===== src/design/port_listener_table_defines.svh =====
// Assertion macros for the port listener table.
// Used by port_listener_table.sv; expects clk and rst_n in scope.
`ifndef PORT_LISTENER_TABLE_DEFINES_SVH
`define PORT_LISTENER_TABLE_DEFINES_SVH

// same-cycle implication, off during reset
`define PLT_ASSERT_NOW(label, ante, cons, msg) \
    label: assert property (@(posedge clk) disable iff (!rst_n) (ante) |-> (cons)) \
        else $error(msg);

// next-cycle implication, off during reset
`define PLT_ASSERT_NEXT(label, ante, cons, msg) \
    label: assert property (@(posedge clk) disable iff (!rst_n) (ante) |=> (cons)) \
        else $error(msg);

`endif


===== src/design/plt_pkg.sv =====
// Shared types, constants and helpers for the port listener table.
// No dependencies; used by plt_store and port_listener_table.
`default_nettype none

package plt_pkg;

    localparam int NUM_SLOTS = 8;
    localparam int RES_CAP   = 8;

    localparam int IDX_W  = (NUM_SLOTS > 1) ? $clog2(NUM_SLOTS) : 1;
    localparam int IDXC_W = $clog2(NUM_SLOTS + 1);
    localparam int CNT_W  = (RES_CAP > 1) ? $clog2(RES_CAP) : 1;

    localparam int OP_W   = 2;
    localparam int PORT_W = 16;
    localparam int HID_W  = 8;
    localparam int LEN_W  = 16;
    localparam int SLOT_W = 3;

    localparam logic [OP_W-1:0] OP_ADD    = 2'd0;
    localparam logic [OP_W-1:0] OP_REMOVE = 2'd1;
    localparam logic [OP_W-1:0] OP_LOOKUP = 2'd2;

    typedef enum logic [1:0] {
        ST_IDLE,
        ST_SCAN,
        ST_FLUSH
    } state_t;

    typedef struct packed {
        logic [PORT_W-1:0] port;
        logic [HID_W-1:0]  handler;
    } entry_t;

    typedef struct packed {
        logic             en;
        logic [IDX_W-1:0] addr;
        entry_t           data;
    } wr_req_t;

    // slot field is the low bits of the table index
    function automatic logic [SLOT_W-1:0] slot_of(input logic [IDX_W-1:0] idx);
        logic [IDX_W+SLOT_W-1:0] wide;
        wide = {{SLOT_W{1'b0}}, idx};
        return wide[SLOT_W-1:0];
    endfunction

endpackage

`default_nettype wire


===== src/design/plt_store.sv =====
// Slot store: one-read one-write synchronous memory plus per-entry valid bits.
// Depends on plt_pkg. Entries never written read as zero (free).
`default_nettype none

module plt_store
    import plt_pkg::*;
(
    input  wire logic             clk,
    input  wire logic             rst_n,
    input  wire logic             rd_en,
    input  wire logic [IDX_W-1:0] rd_addr,
    output entry_t                rd_entry,
    input  wire wr_req_t          wr
);

    entry_t                 mem [NUM_SLOTS];
    entry_t                 rd_data_reg;
    logic                   rd_valid_reg;
    logic [NUM_SLOTS-1:0]   valid_reg;

    always_ff @(posedge clk)
    begin
        if (wr.en)
        begin
            mem[wr.addr] <= wr.data;
        end
        if (rd_en)
        begin
            rd_data_reg <= mem[rd_addr];
        end
    end

    always_ff @(posedge clk or negedge rst_n)
    begin
        if (!rst_n)
        begin
            valid_reg    <= '0;
            rd_valid_reg <= 1'b0;
        end
        else
        begin
            if (wr.en)
            begin
                valid_reg[wr.addr] <= 1'b1;
            end
            if (rd_en)
            begin
                rd_valid_reg <= valid_reg[rd_addr];
            end
        end
    end

    assign rd_entry = rd_valid_reg ? rd_data_reg : '0;

endmodule

`default_nettype wire


===== src/design/port_listener_table.sv =====
// Port listener table top level: command sequencer around the slot store.
// Depends on plt_pkg, plt_store and port_listener_table_defines.svh.
//
// Usage:
//   Command side: drive opcode, port, handler_id and payload_length with
//   start high; the word is taken on the edge where start is high and busy
//   is low. busy stays high until the command's last result is issued.
//   Result side: each result word sits on ok/slot/handler_out/length_out/last
//   for exactly one cycle with result_strobe high. There is no backpressure;
//   the receiver must take every strobed word.
//   Add and remove give one result; lookup gives one result per matching
//   slot that has a handler (in slot order, last marks the final one), or a
//   single result with ok low when nothing matches.
// Scan:
//   The scan reads one slot per cycle from the store (registered read);
//   add and remove stop at the first hit.
//   Lookup holds one found result back so last can be set on the final one,
//   which costs a flush state at the end of the scan.
//   Writes land at the edge that issues the result, before the next command
//   can read, so no forwarding is needed.
// Reset:
//   rst_n clears the valid bits, so every slot reads free at once; no
//   clearing pass is needed and a command can be taken right after reset.
`default_nettype none
`include "port_listener_table_defines.svh"

module port_listener_table
    import plt_pkg::*;
(
    input  wire logic              clk,
    input  wire logic              rst_n,
    input  wire logic              start,
    output logic                   busy,
    input  wire logic [OP_W-1:0]   opcode,
    input  wire logic [PORT_W-1:0] port,
    input  wire logic [HID_W-1:0]  handler_id,
    input  wire logic [LEN_W-1:0]  payload_length,
    output logic                   result_strobe,
    output logic                   ok,
    output logic [SLOT_W-1:0]      slot,
    output logic [HID_W-1:0]       handler_out,
    output logic [LEN_W-1:0]       length_out,
    output logic                   last
);

    // sequencer state
    state_t              state_reg, state_next;
    logic [OP_W-1:0]     op_reg, op_next;
    logic [PORT_W-1:0]   port_reg, port_next;
    logic [HID_W-1:0]    hid_reg, hid_next;
    logic [LEN_W-1:0]    len_reg, len_next;

    // read issue pointer and check stage
    logic [IDXC_W-1:0]   idx_reg, idx_next;
    logic                chk_vld_reg, chk_vld_next;
    logic [IDX_W-1:0]    chk_idx_reg, chk_idx_next;

    // lookup result held back one match
    logic                pend_vld_reg, pend_vld_next;
    logic [IDX_W-1:0]    pend_idx_reg, pend_idx_next;
    logic [HID_W-1:0]    pend_hid_reg, pend_hid_next;
    logic [CNT_W-1:0]    cnt_reg, cnt_next;

    // result word
    logic                strobe_reg, strobe_next;
    logic                ok_reg, ok_next;
    logic [SLOT_W-1:0]   slot_reg, slot_next;
    logic [HID_W-1:0]    hout_reg, hout_next;
    logic [LEN_W-1:0]    lout_reg, lout_next;
    logic                last_reg, last_next;

    logic                accept;
    logic                rd_en;
    entry_t              rd_entry;
    wr_req_t             wr_req;
    logic                chk_last;
    logic                hit_add, hit_rem, hit_lkp;
    logic [CNT_W-1:0]    emitted_next;
    logic                cap_hit;

    plt_store u_store (
        .clk      (clk),
        .rst_n    (rst_n),
        .rd_en    (rd_en),
        .rd_addr  (idx_reg[IDX_W-1:0]),
        .rd_entry (rd_entry),
        .wr       (wr_req)
    );

    assign busy   = (state_reg != ST_IDLE);
    assign accept = start && !busy;
    assign rd_en  = (state_reg == ST_SCAN) && (idx_reg != IDXC_W'(NUM_SLOTS));

    assign chk_last = (chk_idx_reg == IDX_W'(NUM_SLOTS - 1));
    assign hit_add  = (port_reg != '0) &&
                      ((rd_entry.port == port_reg) || (rd_entry.port == '0));
    assign hit_rem  = (rd_entry.port == port_reg);
    assign hit_lkp  = (rd_entry.port == port_reg) && (rd_entry.handler != '0);

    // results already sent once the held one goes out; held match is the next
    assign emitted_next = cnt_reg + CNT_W'(pend_vld_reg);
    assign cap_hit      = (emitted_next == CNT_W'(RES_CAP - 1));

    // next state
    always_comb
    begin
        state_next = state_reg;
        unique case (state_reg)
            ST_IDLE:
            begin
                if (accept)
                begin
                    state_next = ST_SCAN;
                end
            end
            ST_SCAN:
            begin
                if (chk_vld_reg)
                begin
                    unique case (op_reg)
                        OP_ADD:
                        begin
                            if (hit_add || chk_last)
                            begin
                                state_next = ST_IDLE;
                            end
                        end
                        OP_REMOVE:
                        begin
                            if (hit_rem || chk_last)
                            begin
                                state_next = ST_IDLE;
                            end
                        end
                        OP_LOOKUP:
                        begin
                            if ((hit_lkp && cap_hit) || chk_last)
                            begin
                                state_next = ST_FLUSH;
                            end
                        end
                        default:
                        begin
                            if (chk_last)
                            begin
                                state_next = ST_IDLE;
                            end
                        end
                    endcase
                end
            end
            ST_FLUSH:
            begin
                state_next = ST_IDLE;
            end
            default:
            begin
                state_next = ST_IDLE;
            end
        endcase
    end

    // datapath and outputs
    always_comb
    begin
        op_next       = op_reg;
        port_next     = port_reg;
        hid_next      = hid_reg;
        len_next      = len_reg;
        idx_next      = idx_reg;
        pend_vld_next = pend_vld_reg;
        pend_idx_next = pend_idx_reg;
        pend_hid_next = pend_hid_reg;
        cnt_next      = cnt_reg;
        wr_req        = '0;
        strobe_next   = 1'b0;
        ok_next       = 1'b0;
        slot_next     = '0;
        hout_next     = '0;
        lout_next     = '0;
        last_next     = 1'b0;

        chk_vld_next = rd_en && (state_next == ST_SCAN);
        chk_idx_next = idx_reg[IDX_W-1:0];

        unique case (state_reg)
            ST_IDLE:
            begin
                if (accept)
                begin
                    op_next       = opcode;
                    port_next     = port;
                    hid_next      = handler_id;
                    len_next      = payload_length;
                    idx_next      = '0;
                    pend_vld_next = 1'b0;
                    cnt_next      = '0;
                end
            end
            ST_SCAN:
            begin
                if (rd_en)
                begin
                    idx_next = idx_reg + IDXC_W'(1);
                end
                if (chk_vld_reg)
                begin
                    unique case (op_reg)
                        OP_ADD:
                        begin
                            if (hit_add)
                            begin
                                wr_req.en           = 1'b1;
                                wr_req.addr         = chk_idx_reg;
                                wr_req.data.port    = port_reg;
                                wr_req.data.handler = hid_reg;
                                ok_next             = 1'b1;
                                slot_next           = slot_of(chk_idx_reg);
                            end
                            strobe_next = hit_add || chk_last;
                            last_next   = 1'b1;
                        end
                        OP_REMOVE:
                        begin
                            if (hit_rem)
                            begin
                                wr_req.en   = 1'b1;
                                wr_req.addr = chk_idx_reg;
                                ok_next     = 1'b1;
                                slot_next   = slot_of(chk_idx_reg);
                            end
                            strobe_next = hit_rem || chk_last;
                            last_next   = 1'b1;
                        end
                        OP_LOOKUP:
                        begin
                            if (hit_lkp)
                            begin
                                // a new match releases the held one, not last
                                if (pend_vld_reg)
                                begin
                                    strobe_next = 1'b1;
                                    ok_next     = 1'b1;
                                    slot_next   = slot_of(pend_idx_reg);
                                    hout_next   = pend_hid_reg;
                                    lout_next   = len_reg;
                                end
                                cnt_next      = emitted_next;
                                pend_vld_next = 1'b1;
                                pend_idx_next = chk_idx_reg;
                                pend_hid_next = rd_entry.handler;
                            end
                        end
                        default:
                        begin
                            strobe_next = chk_last;
                            last_next   = 1'b1;
                        end
                    endcase
                end
            end
            ST_FLUSH:
            begin
                strobe_next   = 1'b1;
                last_next     = 1'b1;
                pend_vld_next = 1'b0;
                if (pend_vld_reg)
                begin
                    ok_next   = 1'b1;
                    slot_next = slot_of(pend_idx_reg);
                    hout_next = pend_hid_reg;
                    lout_next = len_reg;
                end
            end
            default:
            begin
                pend_vld_next = 1'b0;
            end
        endcase
    end

    always_ff @(posedge clk or negedge rst_n)
    begin
        if (!rst_n)
        begin
            state_reg    <= ST_IDLE;
            idx_reg      <= '0;
            chk_vld_reg  <= 1'b0;
            pend_vld_reg <= 1'b0;
            cnt_reg      <= '0;
            strobe_reg   <= 1'b0;
        end
        else
        begin
            state_reg    <= state_next;
            idx_reg      <= idx_next;
            chk_vld_reg  <= chk_vld_next;
            pend_vld_reg <= pend_vld_next;
            cnt_reg      <= cnt_next;
            strobe_reg   <= strobe_next;
        end
    end

    always_ff @(posedge clk)
    begin
        op_reg       <= op_next;
        port_reg     <= port_next;
        hid_reg      <= hid_next;
        len_reg      <= len_next;
        chk_idx_reg  <= chk_idx_next;
        pend_idx_reg <= pend_idx_next;
        pend_hid_reg <= pend_hid_next;
        ok_reg       <= ok_next;
        slot_reg     <= slot_next;
        hout_reg     <= hout_next;
        lout_reg     <= lout_next;
        last_reg     <= last_next;
    end

    assign result_strobe = strobe_reg;
    assign ok            = ok_reg;
    assign slot          = slot_reg;
    assign handler_out   = hout_reg;
    assign length_out    = lout_reg;
    assign last          = last_reg;

    `PLT_ASSERT_NEXT(a_accept_starts_scan, accept, (state_reg == ST_SCAN) && (idx_reg == '0), "accepted command did not start a scan from slot zero")
    `PLT_ASSERT_NOW(a_write_only_add_remove, wr_req.en, (state_reg == ST_SCAN) && ((op_reg == OP_ADD) || (op_reg == OP_REMOVE)), "table write outside an add or remove scan")
    `PLT_ASSERT_NOW(a_nonlast_is_lookup, strobe_reg && !last_reg, ok_reg && (op_reg == OP_LOOKUP), "non-final result from a command other than a lookup hit")
    `PLT_ASSERT_NOW(a_last_frees_block, strobe_reg && last_reg, state_reg == ST_IDLE, "final result issued while still busy")
    `PLT_ASSERT_NOW(a_pending_only_lookup, pend_vld_reg && busy, op_reg == OP_LOOKUP, "held result outside a lookup")

endmodule

`default_nettype wire


===== config.mk =====
export PLATFORM = sky130hd
export DESIGN_NAME = port_listener_table
export DESIGN_NICKNAME = d
export VERILOG_FILES = /design/src/design/plt_pkg.sv /design/src/design/plt_store.sv /design/src/design/port_listener_table.sv
export VERILOG_INCLUDE_DIRS = /design/src /design/src/design
export SDC_FILE = /design/constraint.sdc
export NUM_CORES = 1
export LEC_CHECK = 0
export ABC_AREA = 1
export BUFFER_PORTS_ARGS = -buffer_cell sky130_fd_sc_hd__buf_2
export CAP_MARGIN = 25
export CORE_ASPECT_RATIO = 0.5
export CORE_MARGIN = 2
export CORE_UTILIZATION = 40
export DETAILED_ROUTE_END_ITERATION = 8
export GPL_ROUTABILITY_DRIVEN = 0
export GPL_TIMING_DRIVEN = 1
export PLACE_DENSITY_LB_ADDON = 0.25
export SETUP_SLACK_MARGIN = 0.1
export SYNTH_ARGS = -nofsm -noshare
export SYNTH_HDL_FRONTEND = slang
export SYNTH_SLANG_ARGS = --single-unit
export TNS_END_PERCENT = 50

===== constraint.sdc =====
create_clock -name clk -period 8 [get_ports clk]
set_input_delay 1.2 -clock clk [delete_from_list [all_inputs] [get_ports clk]]
set_output_delay 1.2 -clock clk [all_outputs]
set_load 0.05 [all_outputs]

==> summary.txt, run 1 <==
Detailed routing
  • Iteration-0 DRC Markers: 806
  • Via density: 5.15
  • Total routed wirelength: 29.6 mm
  • DRC violations left: 0
  • DR pass1 iterations: 5
  • Post-route ant nets: 0
  • Routed len/inst: 18.5 microns
  • DR vias: 8227

Finish
  • Commonest non-fill, non-tap cell in the layout: edfxtp_1
  • Filler instances: 2742
  • Share of layout cells above drive strength 1: 0.136
  • Ant diodes: 0
  • Nets: 1205
  • P&R area growth vs syn: 14.3%
  • Max reg flops: 192
  • Post-Layout Cell Count: 1598
  • Commonest cells after routing, fill and taps aside: 269 x edfxtp_1, 222 x nor2_1, 143 x nand2_1

Worst setup path
  • Worst r2r dst: u_store.mem[1][4]
  • Crit path largest cell delay: 0.50 ns
  • Most used cell, CP: nand2_1
  • Arrival @ worst endpoint: 4.05 ns
  • Worst r2r src: u_store.rd_valid_reg
  • Setup CP Type: flop to flop
  • R2r setup slk: 4.18 ns
  • CP endpoint kind: flop
  • Startpoint types: flop
  • Critical path required time: 8.23 ns
  • Critical Path Slowest Stage Cell: nor2_2
  • Worst reg-to-reg path cell count: 16
  • Crit Path Max Fanout: 33
  • CP cell instances: buf_4, nand2_1, nand2_1, nand2_1, nor2_1, nand2_1, nor2_2, nand2_2, nand2_2, nand3_4, nand2_4, nand2_2, nor2_1, inv_1, nor2_2, buf_4

Timing
  • RSZ-0062 raised after global routing: no
  • Slew HR: 0.265
  • Setup total negative slack: 0 ns
  • Final Cycle Share: 0.477
  • Final Hold Viols: 0
  • Achievable frequency: 262 MHz
  • Setup Viol. Count Final: 0
  • Worst Max-Slew Pin Slew: 1.09 ns
  • Fin. max-slew vios: 0
  • Tmin final: 3.82 ns
  • Worst Clk Skew: 0.0236 ns
  • WHS: 0.460 ns

GRT
  • GR Overflow Total: 0
  • First-pass GRT wire length: 45.6 mm
  • Number of global-route vias before repair: 7941
  • Global Route Usage Sum: 0.179
  • Largest net degree at the start of global routing: 86
  • Antenna violations before repair: 0

Synth
  • Flops & latches, synth: 322
  • Netlist Area Pre-Place: 0.0126 sq mm
  • Post-synth top area cell: edfxtp_1
  • Syn_nets: 1128
  • YS warnings: 0
  • Synth top area share: 0.639
  • Top post-synthesis cells by area: edfxtp_1 64%, nor2_1 6.8%, dfxtp_1 5.1%
  • Register area share after synthesis: 0.731
  • Post-Syn Area per Cell: 11.7 sq um
  • Post-synthesis cell count: 1076
  • Netlist cell types: 36

Die
  • Initial Utilization: 0.412
  • Ports: 76
  • Core area: 0.0307 sq mm
  • Standard-cell row count: 45
  • Die Footprint: 0.0331 sq mm
  • Die Span Y: 130 microns
  • Width of the chip: 255 microns

CTS
  • Later-pin clock latency in the skew report: 0.56 ns
  • CTS tree: built
  • H-tree depth: 1
  • Postcts setup bufs: 0
  • Sink Count: 322
  • Reg clk slew, reported paths: 0.06 ns
  • CTS resizes: 0
  • Post-CTS Hold Fix Bufs: 0
  • Clk Tree Root Cell: clkbuf_16
  • Number of buffers created by CTS: 29
  • Clock buffer depth: 3

Placement
  • Inst Count DP: 1538
  • Hpwl dp: 17.8 mm
  • Port bufs: 75

Worst hold path
  • Hold depth: 2
  • Hold EP: u_store.valid_reg[6]
  • HP Start: u_store.valid_reg[6]
  • Hold Crit Class: flop to flop

Power and ir drop
  • Leak Pwr: 0.00496 uW
  • PwrDens: 303 mW/mm^2
  • Worst VDD drop: 0.144 mV

Status
  • Status: completed

Flow run
  • MaxCap Viol Count: 0
## metal layers
layer,global-route usage,up-vias,routed length [microns]
met5,0,-,0
met4,0.0360,0,399
met3,0.0392,34,1850
met2,0.295,236,13500
met1,0.247,4044,13900
li1,-,3913,-
## kinds of logic (layout without fill, tap and decap cells)
group                      count (synthesis)  count (layout)  synth area share
and+or+nand+nor                          453             453             0.147
AOI/OAI and AO/OA                        183             183            0.0790
xor gates and xnor gates                   1               1          0.000693
adders and majority gates                  7               7           0.00693
DFF                                      322             322             0.731
buffers and inverters                    110             209            0.0351
## synth_stat cells, drive strengths merged
library cell / n
edfxtp: 269
nor2: 233
nand2: 149
o21ai: 111
inv: 55
clkbuf: 39
dfxtp: 32
nand3: 32
a31oi: 25
o22ai: 25
dfrtp: 21
nor3: 20
a21oi: 16
buf: 14
nand4: 12
ha: 7
nor4: 4
or2: 3
clkinv: 2
a22oi: 1
a2bb2oi: 1
o211ai: 1
o21a: 1
o21bai: 1
o31ai: 1
xnor2: 1
## worst max path at each step
stage	startpoint	end	slack, ns	cells after the start
after floorplan	u_store.rd_valid_reg	u_store.mem[1][0]	4.88	15
after global placement	u_store.rd_valid_reg	u_store.mem[1][16]	4.34	16
after detailed placement	u_store.rd_valid_reg	u_store.mem[1][16]	4.23	16
after CTS	u_store.rd_valid_reg	u_store.mem[1][4]	4.20	16
after global routing	u_store.rd_valid_reg	u_store.mem[1][4]	3.89	16
final	u_store.rd_valid_reg	u_store.mem[1][4]	4.18	16
## where the power goes
part / switching (uW) / internal (uW) / total [uW]
Sequential: 101 / 2000 / 2100
Clock: 590 / 746 / 1340
Combinational: 687 / 252 / 939
## area by class of cell
| cell class | count | area (sq um) | area share |
|---|---|---|---|
| multi-input combinational | 644 | 2970 | 0.205 |
| timing repair buffer | 99 | 588 | 0.0407 |
| tap | 423 | 529 | 0.0366 |
| clock buffer | 48 | 880 | 0.0609 |
| sequential | 322 | 9250 | 0.640 |
| inverter | 57 | 214 | 0.0148 |
| clock inverter | 5 | 22.5 | 0.00156 |
## critical path: cells and delay by family (launching register included)
kind                   cells  cell delay [ns]
flip-flops                 1             0.49
buffers and inverters      3             0.83
AND/OR/NAND/NOR           13             2.16
## stage by stage
step                utilization  setup slack (ns)  total power, uW  instance area (sq um)
floorplan                     -              4.88             2740                  12600
global placement          0.438              4.34             3030                  13400
detailed placement        0.439              4.23             3050                  13500
CTS                       0.469              4.20             4390                  14400
global route              0.471              3.89             4590                  14400
finish                    0.471              4.18             4370                  14400
No activity file was read; power rests on OpenSTA's default activity.
==> inputs of run 2 (changes only) <==
--- a/config.mk
+++ b/config.mk
@@ -6,7 +6,7 @@
 export SDC_FILE = /design/constraint.sdc
 export NUM_CORES = 1
 export LEC_CHECK = 0
-export ABC_AREA = 1
+export ABC_AREA = 0
 export BUFFER_PORTS_ARGS = -buffer_cell sky130_fd_sc_hd__buf_2
 export CAP_MARGIN = 25
 export CORE_ASPECT_RATIO = 0.5
==> constraint.sdc (replaced) <==
create_clock -name clk -period 3.7 [get_ports clk]
set_input_delay 0.555 -clock clk [delete_from_list [all_inputs] [get_ports clk]]
set_output_delay 0.555 -clock clk [all_outputs]
set_load 0.05 [all_outputs]
==> summary.txt, run 2 <==
Status
  • Status: completed

Worst hold path
  • Hold depth: 1 (-1)
  • Hold Crit Class: input pin to flop
  • Hold EP: port_reg[13]
  • HP Start: port[13]

GRT
  • Largest net degree at the start of global routing: 55 (-36%)
  • Number of global-route vias before repair: 6621 (-17%)
  • Antenna violations before repair: 0 (unchanged)
  • First-pass GRT wire length: 39.3 mm (-14%)
  • GR Overflow Total: 0 (unchanged)
  • Global Route Usage Sum: 0.161 (-0.0178)

Worst setup path
  • Critical Path Slowest Stage Cell: or4b_1
  • Critical path required time: 3.93 ns (-4.30 ns)
  • Startpoint types: flop
  • Crit Path Max Fanout: 24 (-27%)
  • Delay-heaviest family, CP: simple AND/OR/NAND/NOR gates
  • R2r setup slk: 0.62 ns (-3.56 ns)
  • Crit path largest cell delay: 0.48 ns (-0.02 ns)
  • Setup CP Type: flop to flop
  • Worst Path Buf+Inv: 1 (-2)
  • Arrival @ worst endpoint: 3.31 ns (-0.74 ns)
  • CP endpoint kind: flop
  • Worst reg-to-reg path cell count: 8 (-8)
  • CP cell instances: nand2_1, or4b_1, a32oi_1, and4_4, o211ai_2, nor2_1, and3_1, buf_4
  • Worst r2r dst: u_store.mem[6][10]
  • Worst r2r src: u_store.rd_valid_reg

Timing
  • Final Hold Viols: 0 (unchanged)
  • Fin. max-slew vios: 0 (unchanged)
  • Achievable frequency: 325 MHz (+24%)
  • Slew HR: 0.440 (+0.176)
  • RSZ-0062 raised after global routing: no
  • Worst Clk Skew: 0.0168 ns (-0.00677 ns)
  • Setup total negative slack: 0 ns (unchanged)
  • Final Cycle Share: 0.832 (+0.355)
  • Tmin final: 3.08 ns (-0.737 ns)
  • Setup Viol. Count Final: 0 (unchanged)
  • WHS: 0.154 ns (-0.306 ns)
  • Worst setup margin: 0.621 ns (-3.56 ns)
  • Worst Max-Slew Pin Slew: 0.840 ns (-0.255 ns)

Detailed routing
  • Via density: 5.15 (+0.11%)
  • DR vias: 6360 (-23%)
  • DRC violations left: 0 (unchanged)
  • DR pass1 iterations: 4 (-1)
  • Total routed wirelength: 25.4 mm (-14%)
  • Post-route ant nets: 0 (unchanged)
  • Iteration-0 DRC Markers: 510 (-37%)
  • Routed len/inst: 20.6 microns (+11%)

Finish
  • Commonest non-fill, non-tap cell in the layout: edfxtp_1
  • Max reg flops: 192 (unchanged)
  • P&R area growth vs syn: 15.9%
  • Ant diodes: 0 (unchanged)
  • Design area: 0.0144 sq mm (about the same)
  • Footprint of the multi-input gates: 0.00305 sq mm (+2.7%)
  • Filler instances: 2519 (-8.1%)
  • Share of layout cells above drive strength 1: 0.298 (+0.162)
  • Commonest cells after routing, fill and taps aside: 269 x edfxtp_1, 75 x buf_2, 59 x and2_1
  • Nets: 840 (-30%)
  • FF+latch area: 0.00925 sq mm (about the same)

Power and ir drop
  • PwrDens: 645 mW/mm^2 (+110%)
  • Share of power burned in registers: 0.493 (+0.013)
  • Worst VDD drop: 0.340 mV (+140%)
  • Cell internal pwr: 6770 uW (+130%)
  • Leak Pwr: 0.00475 uW (-4.1%)
  • Switching Power: 2540 uW (+84%)
  • Switching share of total power: 0.273 (-0.0427)
  • Clk pwr share: 0.332 (+0.026)
  • Logic gate share of total power: 0.174 (-0.041)

Synth
  • Post-synth top area cell: edfxtp_1
  • Register area share after synthesis: 0.742 (+0.0106)
  • YS warnings: 0 (unchanged)
  • Top-count cell post-synth: edfxtp_1
  • Commonest cells in the synthesized netlist: 269 x edfxtp_1, 59 x and2_1, 50 x mux4_2, 32 x dfxtp_1
  • Synth top area share: 0.648 (+0.00924)
  • Post-synth EDFFs: 269 (unchanged)
  • Syn_nets: 739 (-34%)
  • Main synth FF type: edfxtp_1
  • Post-synthesis cell count: 687 (-36%)
  • Post-Syn Area per Cell: 18.1 sq um (+54%)
  • Post-synth ARST share: 0.0652 (unchanged)
  • Top post-synthesis cells by area: edfxtp_1 65%, mux4_2 9.0%, dfxtp_1 5.1%
  • Flops & latches, synth: 322 (unchanged)
  • Netlist cell types: 62 (+72%)
  • Netlist Area Pre-Place: 0.0125 sq mm (-1.4%)

CTS
  • Reg clk slew, reported paths: 0.07 ns (about the same)
  • Clock buffer depth: 3 (unchanged)
  • Sink Count: 322 (unchanged)
  • CTS tree: built
  • Postcts setup bufs: 0 (unchanged)
  • Clk Tree Root Cell: clkbuf_16
  • H-tree depth: 1 (unchanged)
  • Later-pin clock latency in the skew report: 0.57 ns (about the same)
  • Number of buffers created by CTS: 29 (unchanged)

Die
  • Core area: 0.0305 sq mm (-0.73%)
  • Standard-cell row count: 45 (unchanged)
  • Width of the chip: 254 microns (-0.70%)
  • Ports: 76 (unchanged)
  • Die Footprint: 0.0327 sq mm (-1.4%)
  • Initial Utilization: 0.409 (-0.00287)
  • Die Span Y: 129 microns (-0.69%)

Placement
  • Port bufs: 75 (unchanged)
  • Post-Place Setup Slack: 0.638 ns (-3.59 ns)
  • Placed cell areas: 0.0134 sq mm (-0.28%)
  • Hpwl dp: 16.2 mm (-9.0%)

Flow run
  • MaxCap Viol Count: 0 (unchanged)
[run 2: cell count changes in the layout (fill, tap and decap cells not counted), sizes merged, moves of 29 or more]
cell / delta
o21ai: -92
and2: +60
nand3: -29
nand2: -130
inv: -39
mux4: +50
nor2: -208
[run 2: final cells by class]
type	count	area share
Tap cell	423	0.0366
Clock buffer	33	0.0541
Multi-Input combinational cell	321	0.211
Sequential cell	322	0.640
Clock inverter	21	0.0146
Timing Repair Buffer	99	0.0395
Inverter	15	0.00390
[run 2: logic make-up (layout without fill, tap and decap cells)]
group                      count (synthesis)  count (layout)  share of synthesized area
xor gates and xnor gates                   9               9                    0.00633
and+or+nand+nor                          161             161                     0.0760
AOI/OAI and AO/OA                         66              66                     0.0375
buffers and inverters                     44             168                     0.0161
DFF                                      322             322                      0.742
muxes                                     78              78                      0.115
adders and majority gates                  7               7                    0.00703
[run 2: per-stage QoR]
stage           util  cells  power (uW)
4_1_cts        0.474   1234        9410
3_5_place_dp   0.441   1179        6320
2_1_floorplan      -    687        5770
5_1_grt        0.474   1234        9730
6_report       0.474   1234        9310
3_3_place_gp   0.441   1179        6300
[run 2: worst max path at each step]
stage,slack (ns),endpoint,startpoint,cells past startpoint
floorplan,-0.04,u_store.mem[2][0],u_store.rd_valid_reg,7
global placement,0.73,u_store.mem[1][11],u_store.rd_valid_reg,8
detailed placement,0.64,u_store.mem[1][11],u_store.rd_valid_reg,8
CTS,0.62,u_store.mem[6][5],u_store.rd_valid_reg,8
global route,0.31,u_store.mem[6][10],u_store.rd_valid_reg,9
finish,0.62,u_store.mem[6][10],u_store.rd_valid_reg,8
[run 2: worst register-to-register path: stages, from the launching register on]
cell      delay [ns]
dfrtp_1         0.46
nand2_1         0.07
or4b_1          0.48
a32oi_1         0.22
and4_4          0.38
o211ai_2        0.29
nor2_1          0.29
and3_1          0.19
buf_4           0.34
[run 2: what timing repair did]
| action | in CTS | in global routing |
|---|---|---|
| endpoints found under the hold margin | 21 | 0 |
| hold buffers | 1 | 0 |
| resized for setup | 0 | 0 |
[run 2: metal layers]
metal,share of wire,global-route usage
met5,0,0
met4,0.021,0.0372
met2,0.47,0.268
met3,0.044,0.0299
met1,0.46,0.222
[run 2: power groups by stage]
stage | Sequential (uW) | Combinational (uW) | Clock, uW
after global placement | 4670 | 1630 | 0
after global routing | 4650 | 1770 | 3310
final | 4600 | 1620 | 3090
after floorplan | 4490 | 1280 | 0
after detailed placement | 4680 | 1640 | 0
after CTS | 4600 | 1650 | 3150
==> inputs of run 3 (changes only) <==
==> constraint.sdc (replaced) <==
create_clock -name clk -period 2.75 [get_ports clk]
set_input_delay 0.4125 -clock clk [delete_from_list [all_inputs] [get_ports clk]]
set_output_delay 0.4125 -clock clk [all_outputs]
set_load 0.05 [all_outputs]
==> summary.txt, run 3 (synthesis gave the netlist of run 2 again) <==
Status
  • Status: completed

Finish
  • Max reg flops: 192 (unchanged)
  • P&R area growth vs syn: 19.5%
  • Nets: 872 (+3.8%)
  • FF+latch area: 0.00925 sq mm (unchanged)
  • Footprint of the multi-input gates: 0.00312 sq mm (+2.3%)
  • Post-Layout Cell Count: 1265 (+2.5%)
  • Commonest cells after routing, fill and taps aside: 269 x edfxtp_1, 75 x buf_2, 50 x mux4_2
  • Share of layout cells above drive strength 1: 0.322 (+0.0235)
  • Commonest non-fill, non-tap cell in the layout: edfxtp_1
  • Ant diodes: 0 (unchanged)
  • Filler instances: 2571 (+2.1%)

Timing
  • Tmin final: 2.60 ns (-0.484 ns)
  • Achievable frequency: 385 MHz (+19%)
  • Worst Clk Skew: 0.0218 ns (+0.00493 ns)
  • Final Cycle Share: 0.944 (+0.112)
  • RSZ-0062 raised after global routing: yes
  • Slew HR: 0.592 (+0.152)
  • Final Hold Viols: 0 (unchanged)
  • Setup Viol. Count Final: 0 (unchanged)
  • Worst Max-Slew Pin Slew: 0.611 ns (-0.228 ns)
  • Fin. max-slew vios: 0 (unchanged)

Detailed routing
  • DR vias: 6478 (+1.9%)
  • Iteration-0 DRC Markers: 423 (-17%)
  • Total routed wirelength: 25.6 mm (+0.66%)
  • Routed len/inst: 20.2 microns (-1.8%)
  • DR pass1 iterations: 5 (+1)
  • DRC violations left: 0 (unchanged)
  • Post-route ant nets: 0 (unchanged)
  • Via density: 5.12 (-0.64%)

GRT
  • GR Util met1: 0.228 (+0.00635)
  • First-pass GRT wire length: 39.5 mm (+0.42%)
  • Global Route Usage Sum: 0.162 (+0.00118)
  • GR Overflow Total: 0 (unchanged)
  • Grt met3 use: 0.0293 (-0.000607)
  • GR peak layer: met2
  • Largest net degree at the start of global routing: 55 (unchanged)
  • Met2 usage: 0.264 (-0.00387)
  • Number of global-route vias before repair: 6694 (+1.1%)
  • Antenna violations before repair: 0 (unchanged)

Die
  • Core area: 0.0305 sq mm (unchanged)
  • Width of the chip: 254 microns (unchanged)
  • Standard-cell row count: 45 (unchanged)
  • Die Span Y: 129 microns (unchanged)
  • Die Footprint: 0.0327 sq mm (unchanged)
  • Initial Utilization: 0.409 (unchanged)
  • Ports: 76 (unchanged)

Worst setup path
  • Critical path origin: u_store.rd_data_reg[13]
  • Worst Path Buf+Inv: 2 (+1)
  • Crit Path Max Fanout: 12 (-50%)
  • CP endpoint kind: flop
  • Crit path largest cell delay: 0.55 ns (+0.07 ns)
  • Startpoint types: flop
  • CP cell instances: or4b_4, a32oi_1, and4_4, o211ai_4, or2_4, nor3_4, buf_4, buf_12
  • Worst r2r src: u_store.rd_data_reg[13]
  • Arrival @ worst endpoint: 2.86 ns (-0.45 ns)
  • Critical path required time: 3.02 ns (-0.91 ns)
  • Setup CP Type: flop to flop
  • Critical Path Slowest Stage Cell: or4b_4
  • Delay-heaviest family, CP: simple AND/OR/NAND/NOR gates

Placement
  • Inst Count DP: 1188 (+0.76%)
  • Port bufs: 75 (unchanged)
  • Hpwl dp: 15.1 mm (-6.3%)

CTS
  • Reg clk slew, reported paths: 0.06 ns (about the same)
  • Sink Count: 322 (unchanged)
  • Number of buffers created by CTS: 30 (+3.4%)
  • Later-pin clock latency in the skew report: 0.57 ns (about the same)
  • Clock buffer depth: 3 (unchanged)
  • H-tree depth: 1 (unchanged)
  • Clk Tree Root Cell: clkbuf_16
  • CTS tree: built

Power and ir drop
  • Switching share of total power: 0.271 (-0.00122)
  • PwrDens: 830 mW/mm^2 (+29%)
  • Leak Pwr: 0.00491 uW (+3.3%)
  • Switching Power: 3360 uW (+32%)
  • Worst VDD drop: 0.472 mV (+39%)
  • Logic gate share of total power: 0.187 (+0.013)
  • Power Total: 12400 uW (+33%)
  • Cell internal pwr: 9010 uW (+33%)
  • Share of power burned in registers: 0.503 (+0.010)
  • Clk pwr share: 0.311 (-0.021)

Worst hold path
  • Hold Crit Class: input pin to flop
  • HP Start: port[6]

Flow run
  • MaxCap Viol Count: 0 (unchanged)
==> run 3: worst paths after layout <==
check,endpoint,slack [ns],cells past startpoint
min in group asynchronous,u_store.valid_reg[4],0.38,2
worst max-delay path,u_store.mem[1][4],0.15,8
worst min-delay path,port_reg[6],0.03,1
max in group asynchronous,idx_reg[0],1.95,2
worst max register to register,u_store.mem[1][4],0.15,8
worst min register to register,length_out[0],0.44,1
==> run 3: final cells by class <==
cell class,count,area share
Timing Repair Buffer,130,0.0697
Clock buffer,44,0.0567
Sequential cell,322,0.621
Inverter,15,0.00378
Multi-Input combinational cell,321,0.209
Clock inverter,10,0.00412
Tap cell,423,0.0355
==> run 3: per-stage QoR <==
stage / cell area [sq um] / worst slack (ns) / TNS, ns / utilization / hold WS (ns)
after detailed placement: 13700 / 0.110 / 0 / 0.449 / 0.426
final: 14900 / 0.155 / 0 / 0.489 / 0.0334
after global placement: 13700 / 0.150 / 0 / 0.449 / 0.423
after global routing: 14900 / 0.0166 / 0 / 0.489 / 0.00497
after floorplan: 12500 / -0.107 / -2.57 / - / 0.117
after CTS: 14800 / 0.100 / 0 / 0.486 / 0.000650
==> run 3: what timing repair did <==
item	4_1_cts	5_1_grt
setup buffers	2	2
gates cloned	1	1
hold buffers	17	0
gates resized for setup	1	29
setup endpoints to repair	24	347
endpoints found under the hold margin	37	0
pin swaps	1	4
==> run 3: layer usage <==
metal | routed length [microns] | share of wire
met5 | 0 | 0
met4 | 555 | 0.022
met1 | 11900 | 0.47
met3 | 1210 | 0.047
met2 | 11900 | 0.46
==> run 3: power groups by stage <==
stage               clock [uW]  combinational [uW]  sequential, uW
global placement             0                2270            6310
floorplan                    0                1740            6050
CTS                       3970                2330            6220
finish                    3840                2310            6220
global route              4150                2510            6280
detailed placement           0                2290            6320
